$ cat src/rtl/core/csc_pkg.sv
`default_nettype none

package csc_pkg;

  localparam int MAX_SUBSAMPLES_DEF = 6;

  // Rounding shifts of the shared multiplier
  localparam logic [5:0] SH_GYRO  = 6'd24;
  localparam logic [5:0] SH_ACCEL = 6'd28;
  localparam logic [5:0] SH_COEF  = 6'd30;
  localparam logic [5:0] SH_CROSS = 6'd32;
  localparam logic [5:0] SH_HALF  = 6'd33;

  localparam logic signed [63:0] OUT_MAX = 64'sd140737488355327;
  localparam logic signed [63:0] OUT_MIN = -64'sd140737488355328;

  // Coefficients, unsigned Q2.30, round(num/den * 2^30)
  localparam logic [31:0] C2_0 = 32'(((64'd2 << 31) / 64'd3 + 64'd1) >> 1);
  localparam logic [31:0] C3_0 = 32'(((64'd9 << 31) / 64'd20 + 64'd1) >> 1);
  localparam logic [31:0] C3_1 = 32'(((64'd27 << 31) / 64'd20 + 64'd1) >> 1);
  localparam logic [31:0] C4_0 = 32'(((64'd54 << 31) / 64'd105 + 64'd1) >> 1);
  localparam logic [31:0] C4_1 = 32'(((64'd92 << 31) / 64'd105 + 64'd1) >> 1);
  localparam logic [31:0] C4_2 = 32'(((64'd214 << 31) / 64'd105 + 64'd1) >> 1);
  localparam logic [31:0] C5_0 = 32'(((64'd250 << 31) / 64'd504 + 64'd1) >> 1);
  localparam logic [31:0] C5_1 = 32'(((64'd525 << 31) / 64'd504 + 64'd1) >> 1);
  localparam logic [31:0] C5_2 = 32'(((64'd650 << 31) / 64'd504 + 64'd1) >> 1);
  localparam logic [31:0] C5_3 = 32'(((64'd1375 << 31) / 64'd504 + 64'd1) >> 1);
  localparam logic [31:0] C6_0 = 32'(((64'd2315 << 31) / 64'd4620 + 64'd1) >> 1);
  localparam logic [31:0] C6_1 = 32'(((64'd4558 << 31) / 64'd4620 + 64'd1) >> 1);
  localparam logic [31:0] C6_2 = 32'(((64'd7296 << 31) / 64'd4620 + 64'd1) >> 1);
  localparam logic [31:0] C6_3 = 32'(((64'd7834 << 31) / 64'd4620 + 64'd1) >> 1);
  localparam logic [31:0] C6_4 = 32'(((64'd15797 << 31) / 64'd4620 + 64'd1) >> 1);

  typedef struct packed {
    logic               start;
    logic signed [63:0] a;
    logic signed [63:0] b;
    logic [5:0]         shift;
  } csc_mul_req_t;

  typedef struct packed {
    logic               done;
    logic signed [63:0] result;
  } csc_mul_rsp_t;

  typedef struct packed {
    logic [1:0] a_idx;
    logic [1:0] b_idx;
    logic [1:0] comp;
    logic       negate;
  } csc_cross_t;

  // Coefficient for group size n and subsample col
  function automatic logic [31:0] csc_coef(input logic [2:0] n, input logic [2:0] col);
    logic [31:0] c;
    c = '0;
    case (n)
      3'd2: c = C2_0;
      3'd3: begin
        case (col)
          3'd0:    c = C3_0;
          default: c = C3_1;
        endcase
      end
      3'd4: begin
        case (col)
          3'd0:    c = C4_0;
          3'd1:    c = C4_1;
          default: c = C4_2;
        endcase
      end
      3'd5: begin
        case (col)
          3'd0:    c = C5_0;
          3'd1:    c = C5_1;
          3'd2:    c = C5_2;
          default: c = C5_3;
        endcase
      end
      default: begin
        case (col)
          3'd0:    c = C6_0;
          3'd1:    c = C6_1;
          3'd2:    c = C6_2;
          3'd3:    c = C6_3;
          default: c = C6_4;
        endcase
      end
    endcase
    return c;
  endfunction

  // Cross product term: comp i gets +a[i+1]b[i+2] - a[i+2]b[i+1]
  function automatic csc_cross_t csc_cross_sel(input logic [2:0] sub);
    csc_cross_t s;
    s = '0;
    case (sub)
      3'd0:    s = '{a_idx: 2'd1, b_idx: 2'd2, comp: 2'd0, negate: 1'b0};
      3'd1:    s = '{a_idx: 2'd2, b_idx: 2'd1, comp: 2'd0, negate: 1'b1};
      3'd2:    s = '{a_idx: 2'd2, b_idx: 2'd0, comp: 2'd1, negate: 1'b0};
      3'd3:    s = '{a_idx: 2'd0, b_idx: 2'd2, comp: 2'd1, negate: 1'b1};
      3'd4:    s = '{a_idx: 2'd0, b_idx: 2'd1, comp: 2'd2, negate: 1'b0};
      default: s = '{a_idx: 2'd1, b_idx: 2'd0, comp: 2'd2, negate: 1'b1};
    endcase
    return s;
  endfunction

endpackage

`default_nettype wire

$ cat src/rtl/core/csc_mulshift.sv
`default_nettype none

// round(a*b / 2^shift) half away from zero, magnitude capped at 2^63-1.
// One 32x32 multiplier, four partial products, then a rounding step.
module csc_mulshift (
  input  wire logic                  clk,
  input  wire logic                  rst,
  input  wire csc_pkg::csc_mul_req_t req,
  output csc_pkg::csc_mul_rsp_t      rsp
);
  import csc_pkg::*;

  typedef enum logic [1:0] {U_IDLE, U_MUL, U_ROUND} ustate_t;

  ustate_t       state;
  logic [63:0]   ua;
  logic [63:0]   ub;
  logic          neg;
  logic [5:0]    shift;
  logic [2:0]    step;
  logic [63:0]   pp;
  logic [1:0]    pp_off;
  logic [127:0]  acc;

  logic [31:0]   op_a;
  logic [31:0]   op_b;
  logic [1:0]    op_off;
  logic [127:0]  rsum;
  logic [127:0]  rq;
  logic [63:0]   rmag;

  always_comb begin
    case (step)
      3'd0:    begin op_a = ua[31:0];  op_b = ub[31:0];  op_off = 2'd0; end
      3'd1:    begin op_a = ua[31:0];  op_b = ub[63:32]; op_off = 2'd1; end
      3'd2:    begin op_a = ua[63:32]; op_b = ub[31:0];  op_off = 2'd1; end
      default: begin op_a = ua[63:32]; op_b = ub[63:32]; op_off = 2'd2; end
    endcase
    rsum = acc + (128'd1 << (shift - 6'd1));
    rq   = rsum >> shift;
    rmag = (|rq[127:63]) ? 64'h7FFF_FFFF_FFFF_FFFF : rq[63:0];
  end

  always_ff @(posedge clk) begin
    if (rst) begin
      state    <= U_IDLE;
      rsp.done <= 1'b0;
    end else begin
      rsp.done <= (state == U_ROUND);
      case (state)
        U_IDLE: begin
          if (req.start) begin
            ua    <= req.a[63] ? (64'd0 - req.a) : req.a;
            ub    <= req.b[63] ? (64'd0 - req.b) : req.b;
            neg   <= req.a[63] ^ req.b[63];
            shift <= req.shift;
            acc   <= '0;
            step  <= 3'd0;
            state <= U_MUL;
          end
        end
        U_MUL: begin
          if (step < 3'd4) begin
            pp     <= op_a * op_b;
            pp_off <= op_off;
          end
          if (step != 3'd0) begin
            acc <= acc + ({64'd0, pp} << {pp_off, 5'd0});
          end
          if (step == 3'd4) begin
            state <= U_ROUND;
          end
          step <= step + 3'd1;
        end
        U_ROUND: begin
          rsp.result <= neg ? (64'sd0 - $signed(rmag)) : $signed(rmag);
          state      <= U_IDLE;
        end
        default: state <= U_IDLE;
      endcase
    end
  end

endmodule

`default_nettype wire

$ cat config.mk
export PLATFORM = sky130hd
export DESIGN_NAME = csc_mulshift
export DESIGN_NICKNAME = d
export VERILOG_FILES = /design/src/rtl/core/csc_pkg.sv /design/src/rtl/core/csc_mulshift.sv
export SDC_FILE = /design/constraint.sdc
export NUM_CORES = 2
export LEC_CHECK = 0
export ABC_AREA = 0
export BUFFER_PORTS_ARGS = -buffer_cell sky130_fd_sc_hd__buf_4
export CORE_MARGIN = 2
export CORE_UTILIZATION = 44
export DETAILED_ROUTE_END_ITERATION = 12
export MAX_ROUTING_LAYER = met4
export PLACE_DENSITY = 0.65
export SYNTH_ARGS = -nofsm -noshare
export SYNTH_HDL_FRONTEND = slang
export SYNTH_SLANG_ARGS = --single-unit
$ cat constraint.sdc
create_clock -name clk -period 23.5 [get_ports clk]
set_clock_uncertainty 0.05 [all_clocks]
set_input_delay 1.175 -clock clk [delete_from_list [all_inputs] [get_ports clk]]
set_output_delay 1.175 -clock clk [all_outputs]
set_load 0.05 [all_outputs]
======== Word level (Yosys, flattened, before mapping) ========
Cells that the tools add are included.
Widths: inputs -> output; s select.
word-level totals
  bits of input ports ..................... 137
  register bits after elaboration ......... 399
  word-level logic and storage cells ...... 64
  output and inout bits ................... 65
cells by class
  bitwise logic cells ..................... 2
  add/sub/neg operators ................... 7
  multipliers ............................. 1
  shift-type cells ........................ 3
  equal/unequal tests ..................... 8
  reductions and logical operators ........ 14
  multiplexer cells ....................... 15
  $lt $le $gt $ge ......................... 1
operators by type and width
  kind                   number
  $add 128x128->128      2
  $mux 128               2
  $pmux 128 s2           1
  $sub 1x64->64 const A  3
  $mux 64                2
  $shl 1x6->128 const A  1
  $shl 64x7->128         1
  $shr 128x6->128        1
  $mux 63                2
  $reduce_or 65->1       1
  $mul 32x32->64         1
  $mux 32                2
  $reduce_and 3->1       3
  $pmux 2 s2             2
  $ne 2x2->1 const B     3
  $pmux 3 s2             1
  $reduce_or 2->1        3
  $sub 6x1->6 const B    1
  $mux 2                 2
  $reduce_and 2->1       2
  $reduce_and 4->1       1
  $add 3x1->3 const B    1
  $eq 3x1->1 const B     1
  $eq 3x2->1 const B     1
  other kinds (11)       11

======== Longest topological paths before layout ========
  depth in word-level cells ............... 8
  depth in mapped cells ................... 43
  mapped depth without buffers ............ 40

======== Worst setup path after synthesis ========
OpenSTA, ideal clock, no wires.
  path kind ............................... register -> register
  start point ............................. register shift[5]
  end point ............................... register rsp[62] (netlist name), data pin
  path slack .............................. 13.309 ns
  period minus slack after synthesis ...... 10.191 ns
  data arrival time ....................... 9.877 ns
  buffers on the path ..................... 11
  library setup time ...................... 0.263 ns
  cell stages (with the launch flop) ...... 40
  required time ........................... 23.187 ns
  cells stage by stage .................... edfxtp_1 > clkbuf_1 > clkbuf_1 > buf_1 > clkbuf_1 > buf_1 > buf_1 > clkbuf_1 > buf_1 > nand2_1 > nor2_1 > ha_1 > clkbuf_1 > nand4_1 > nor4_2 > nor3b_2 > and2_1 > o211ai_2 > [... 4 more ...] > mux4_2 > or2_1 > or2_2 > a2111oi_0 > o311a_1 > a41o_1 > nand4_2 > clkbuf_1 > clkbuf_1 > nor2_1 > ha_1 > nor3b_4 > nand4b_4 > nor4b_4 > nand2_4 > nor4b_2 > nor3b_1 > nor4_2
between the ends
  cells in the longest elaborated chain, start to end .. 8
RTL lines
  element                   RTL line            RTL
  start: declaration        csc_mulshift.sv:19  logic [5:0] shift;
  start signal: assignment  csc_mulshift.sv:56  shift <= req.shift;
  $sub 6x1->6               csc_mulshift.sv:39  rsum = acc + (128'd1 << (shift - 6'd1));
  $shl 1x6->128             csc_mulshift.sv:39
  $add 128x128->128         csc_mulshift.sv:39
  $shr 128x6->128 (*)       csc_mulshift.sv:40  rq = rsum >> shift;
  $reduce_or 65->1          csc_mulshift.sv:41  rmag = (|rq[127:63]) ? 64'h7FFF_FFFF_FFFF_FFFF : rq[63:0];
  $mux 64 (*)               csc_mulshift.sv:41
  $sub 1x64->64             csc_mulshift.sv:76  rsp.result <= neg ? (64'sd0 - $signed(rmag)) : $signed(rmag);
  $mux 64 (*)               csc_mulshift.sv:76
  end: declaration          csc_mulshift.sv:9   output csc_pkg::csc_mul_rsp_t rsp
Every way passes the cells marked *; elsewhere a longest branch is shown, timed or not.
A chain may end at the register's enable or synchronous reset.

======== Final worst setup path ========
  start point ............................. register shift[4]
  end point ............................... register rsp[42] (netlist name), data pin
between the ends
  cells in the longest elaborated chain, start to end .. 8
RTL lines
  element              RTL line            RTL
  $sub 6x1->6          csc_mulshift.sv:39
  $shl 1x6->128        csc_mulshift.sv:39
  $add 128x128->128    csc_mulshift.sv:39
  $shr 128x6->128 (*)  csc_mulshift.sv:40
  $reduce_or 65->1     csc_mulshift.sv:41
  $mux 64 (*)          csc_mulshift.sv:41
  net rmag[0]          csc_mulshift.sv:30  logic [63:0] rmag;
  $sub 1x64->64 (*)    csc_mulshift.sv:76
  $mux 64 (*)          csc_mulshift.sv:76
The timed path passes the listed nets; every way through them passes the cells marked *.

==> flow_summary.toml <==
[cells_and_area]
ff_latch_area_mm2 = 0.0120
area_growth_pct = 7.11
nets = 10829
drive_above_1_share_pct = 8.28
fill_cells = 17348
most-common-layout-cells = "1214 x nand2_1, 1056 x inv_1, 898 x fa_1"
final_common_cell = "nand2_1"
multi_input_comb_area_mm2 = 0.0612

[placement]
numPortBuffers = 201
dpl.hpwl_mm = 272
pre_cts_ws_ps = 11610
place_congestion = 1.05

[sta]
hold_violations = 0
worst_pin_slew_ps = 1400
finalCriticalPeriod_ps = 12370
slew_headroom_pct = 4.10
fin_hold_ws_ps = 481
setup_violations = 0
min_period_over_period_pct = 52.6
max_freq_mhz = 80.8
grt_setup_unrepaired = "no"
setup_slack_ps = 11130
tns_ps = 0
slew_violations = 0

[route]
wire_per_inst_um = 29.1
wl_mm = 342
dr.pass1.iters = 7
drc_errors = 0
num_vias = 75700
antenna_left = 0
routed_via_density = 6.45
drt-initial-drc-count = 8610

[worst_setup_path]
slowest_stage = "a2111oi_0"
cp_max_fo = 43
cp-end-kind = "register"
timing_worst_setup_path_type = "reg -> reg"
crit_required_ps = 23960
ff2ff_setup_slack_ps = 11130
crit_arrival_ps = 12840
slowest_delay_ps = 1180
cp_common_cell = "buf_4"
cp-start-kind = "register"

[yosys]
yosysSeqAreaShare_pct = 15.1
synthAdderAreaFrac_pct = 30.0
synth_cell_types = 122
syn_nets = 10959
synth-seq-cells = 399
synth_cells = 9463
synth-simple-area-share_pct = 19.3
synth_edf_count = 396
ys_warn_count = 0
synth_area_mm2 = 0.0791
synthXorXnorAreaFrac_pct = 4.33
synth_top_family_by_area = "adder cells"
synthArstFlopShare_pct = 0
synth_compound_area_share_pct = 17.9
avgSynthCellArea_um2 = 8.36
synthMuxAreaShare_pct = 5.50
ys.flop_type = "edfxtp_1"

[floorplan]
start_util_pct = 44.3
die_width_um = 428
core_area_mm2 = 0.179
die_y_um = 428
die_area_mm2 = 0.183
pin_count = 202
fp-row-count = 155

[global_routing]
antenna_found_initial = 4
grt_pass1_vias = 74527
use_met1_pct = 45.6
grt_pass1_wl_mm = 500
grt_max_degree = 83
gr-total-overflow = 0
grt_use_total_pct = 37.5
use_met3_pct = 7.00
grt_most_used_layer = "met2"
grt_util_met2_pct = 57.2

[clocking]
cts_sinks = 399
cts_tree = "built"
cts_buffer_depth = 3
cts_root_buf = "clkbuf_16"
postCtsSetupBuffers = 0
cts_buffers = 51
hold_buffers = 0
clk_pin_slew_ps = 60
htreeDepth = 2
clock_latency_ps = 740
cts-resized-gates = 0

[run_status]
status = "finished clean"

[hold_path]
holdCritPathClass = "reg -> reg"

[job]
drv_cap = 0
[path summary, 6_finish.rpt]
check | from | end | depth (start not counted)
setup / recovery | shift[4] | rsp[42] | 34
hold / removal | state[1] | rsp[64] | 1
setup reg to reg | shift[4] | rsp[42] | 34
hold reg to reg | state[1] | rsp[64] | 1
[cell type report]
cell class	instances	share of cell area (%)
inverters	1064	4.72
flip-flops and latches	399	14.1
multi-input cells	7442	72.3
well taps	2355	3.48
clock inverters	38	0.557
clock buffers	56	1.53
diodes	6	0.0177
repair buffers	375	3.34
[state kept, by name, indices dropped and copies added (netlist names)]
register,count
ub,64
pp,64
pp_off,2
step,3
state,2
shift,6
rsp,65
ua,64
acc,128
neg,1
[synthesized netlist by cell type, types with 74 or more instances]
cell type	n	area share [%]
o22ai_1	86	0.68
mux2i_1	227	2.9
a21oi_1	426	2.7
and3_1	81	0.64
o21ai_0	337	2.1
edfxtp_1	396	15
or3_1	92	0.73
nor2_1	861	4.1
o31ai_1	79	0.75
clkbuf_1	439	2.1
o21a_1	82	0.78
nand4_1	131	1.0
fa_1	898	23
xnor2_1	281	3.1
inv_1	1060	5.0
nand3_1	157	0.99
buf_1	74	0.35
mux2_2	106	1.5
and2_1	110	0.87
nor2b_1	86	0.68
a21o_1	165	1.6
a211oi_1	98	0.93
nand2_1	1219	5.8
xor2_1	110	1.2
ha_1	461	7.3
nor3_1	210	1.3
[worst max-delay path, delay by kind of cell (launching register included)]
family / cells / cell delay [ps]
AO/OA/AOI/OAI: 10 / 4030
XOR/XNOR: 1 / 290
adder cells (fa/ha/maj): 2 / 720
buffers and inverters: 6 / 1390
flip-flops: 1 / 350
multiplexers: 1 / 340
AND/OR/NAND/NOR: 14 / 4960
[logic make-up (layout without fill, tap and decap cells)]
group           count (synthesis)  after routing
simple gates                 3275           3275
compound gates               2043           2043
buf+inv                      1622           1533
fa+ha+maj                    1359           1359
flops                         399            399
xor+xnor                      391            391
mux                           374            374
other cells                     0              6
[stage by stage]
stage | area (µm²) | util, % | instances
detailed placement | 83000 | 46.4 | 11635
global route | 84700 | 47.4 | 11732
floorplan | 79100 | - | 9463
global placement | 83000 | 46.4 | 11635
finish | 84700 | 47.4 | 11735
CTS | 84700 | 47.4 | 11729
[metal layers]
layer	up-vias	wire length (µm)	part of all wire (%)
li1	32705	-	-
met1	37366	131000	38
met2	4529	151000	44
met3	1100	32100	9.4
met4	0	27500	8.1
met5	-	0	0
Power is left out: the tool's default activity adds up to more than one toggle a clock period on the data nets, which glitch-free logic cannot reach.
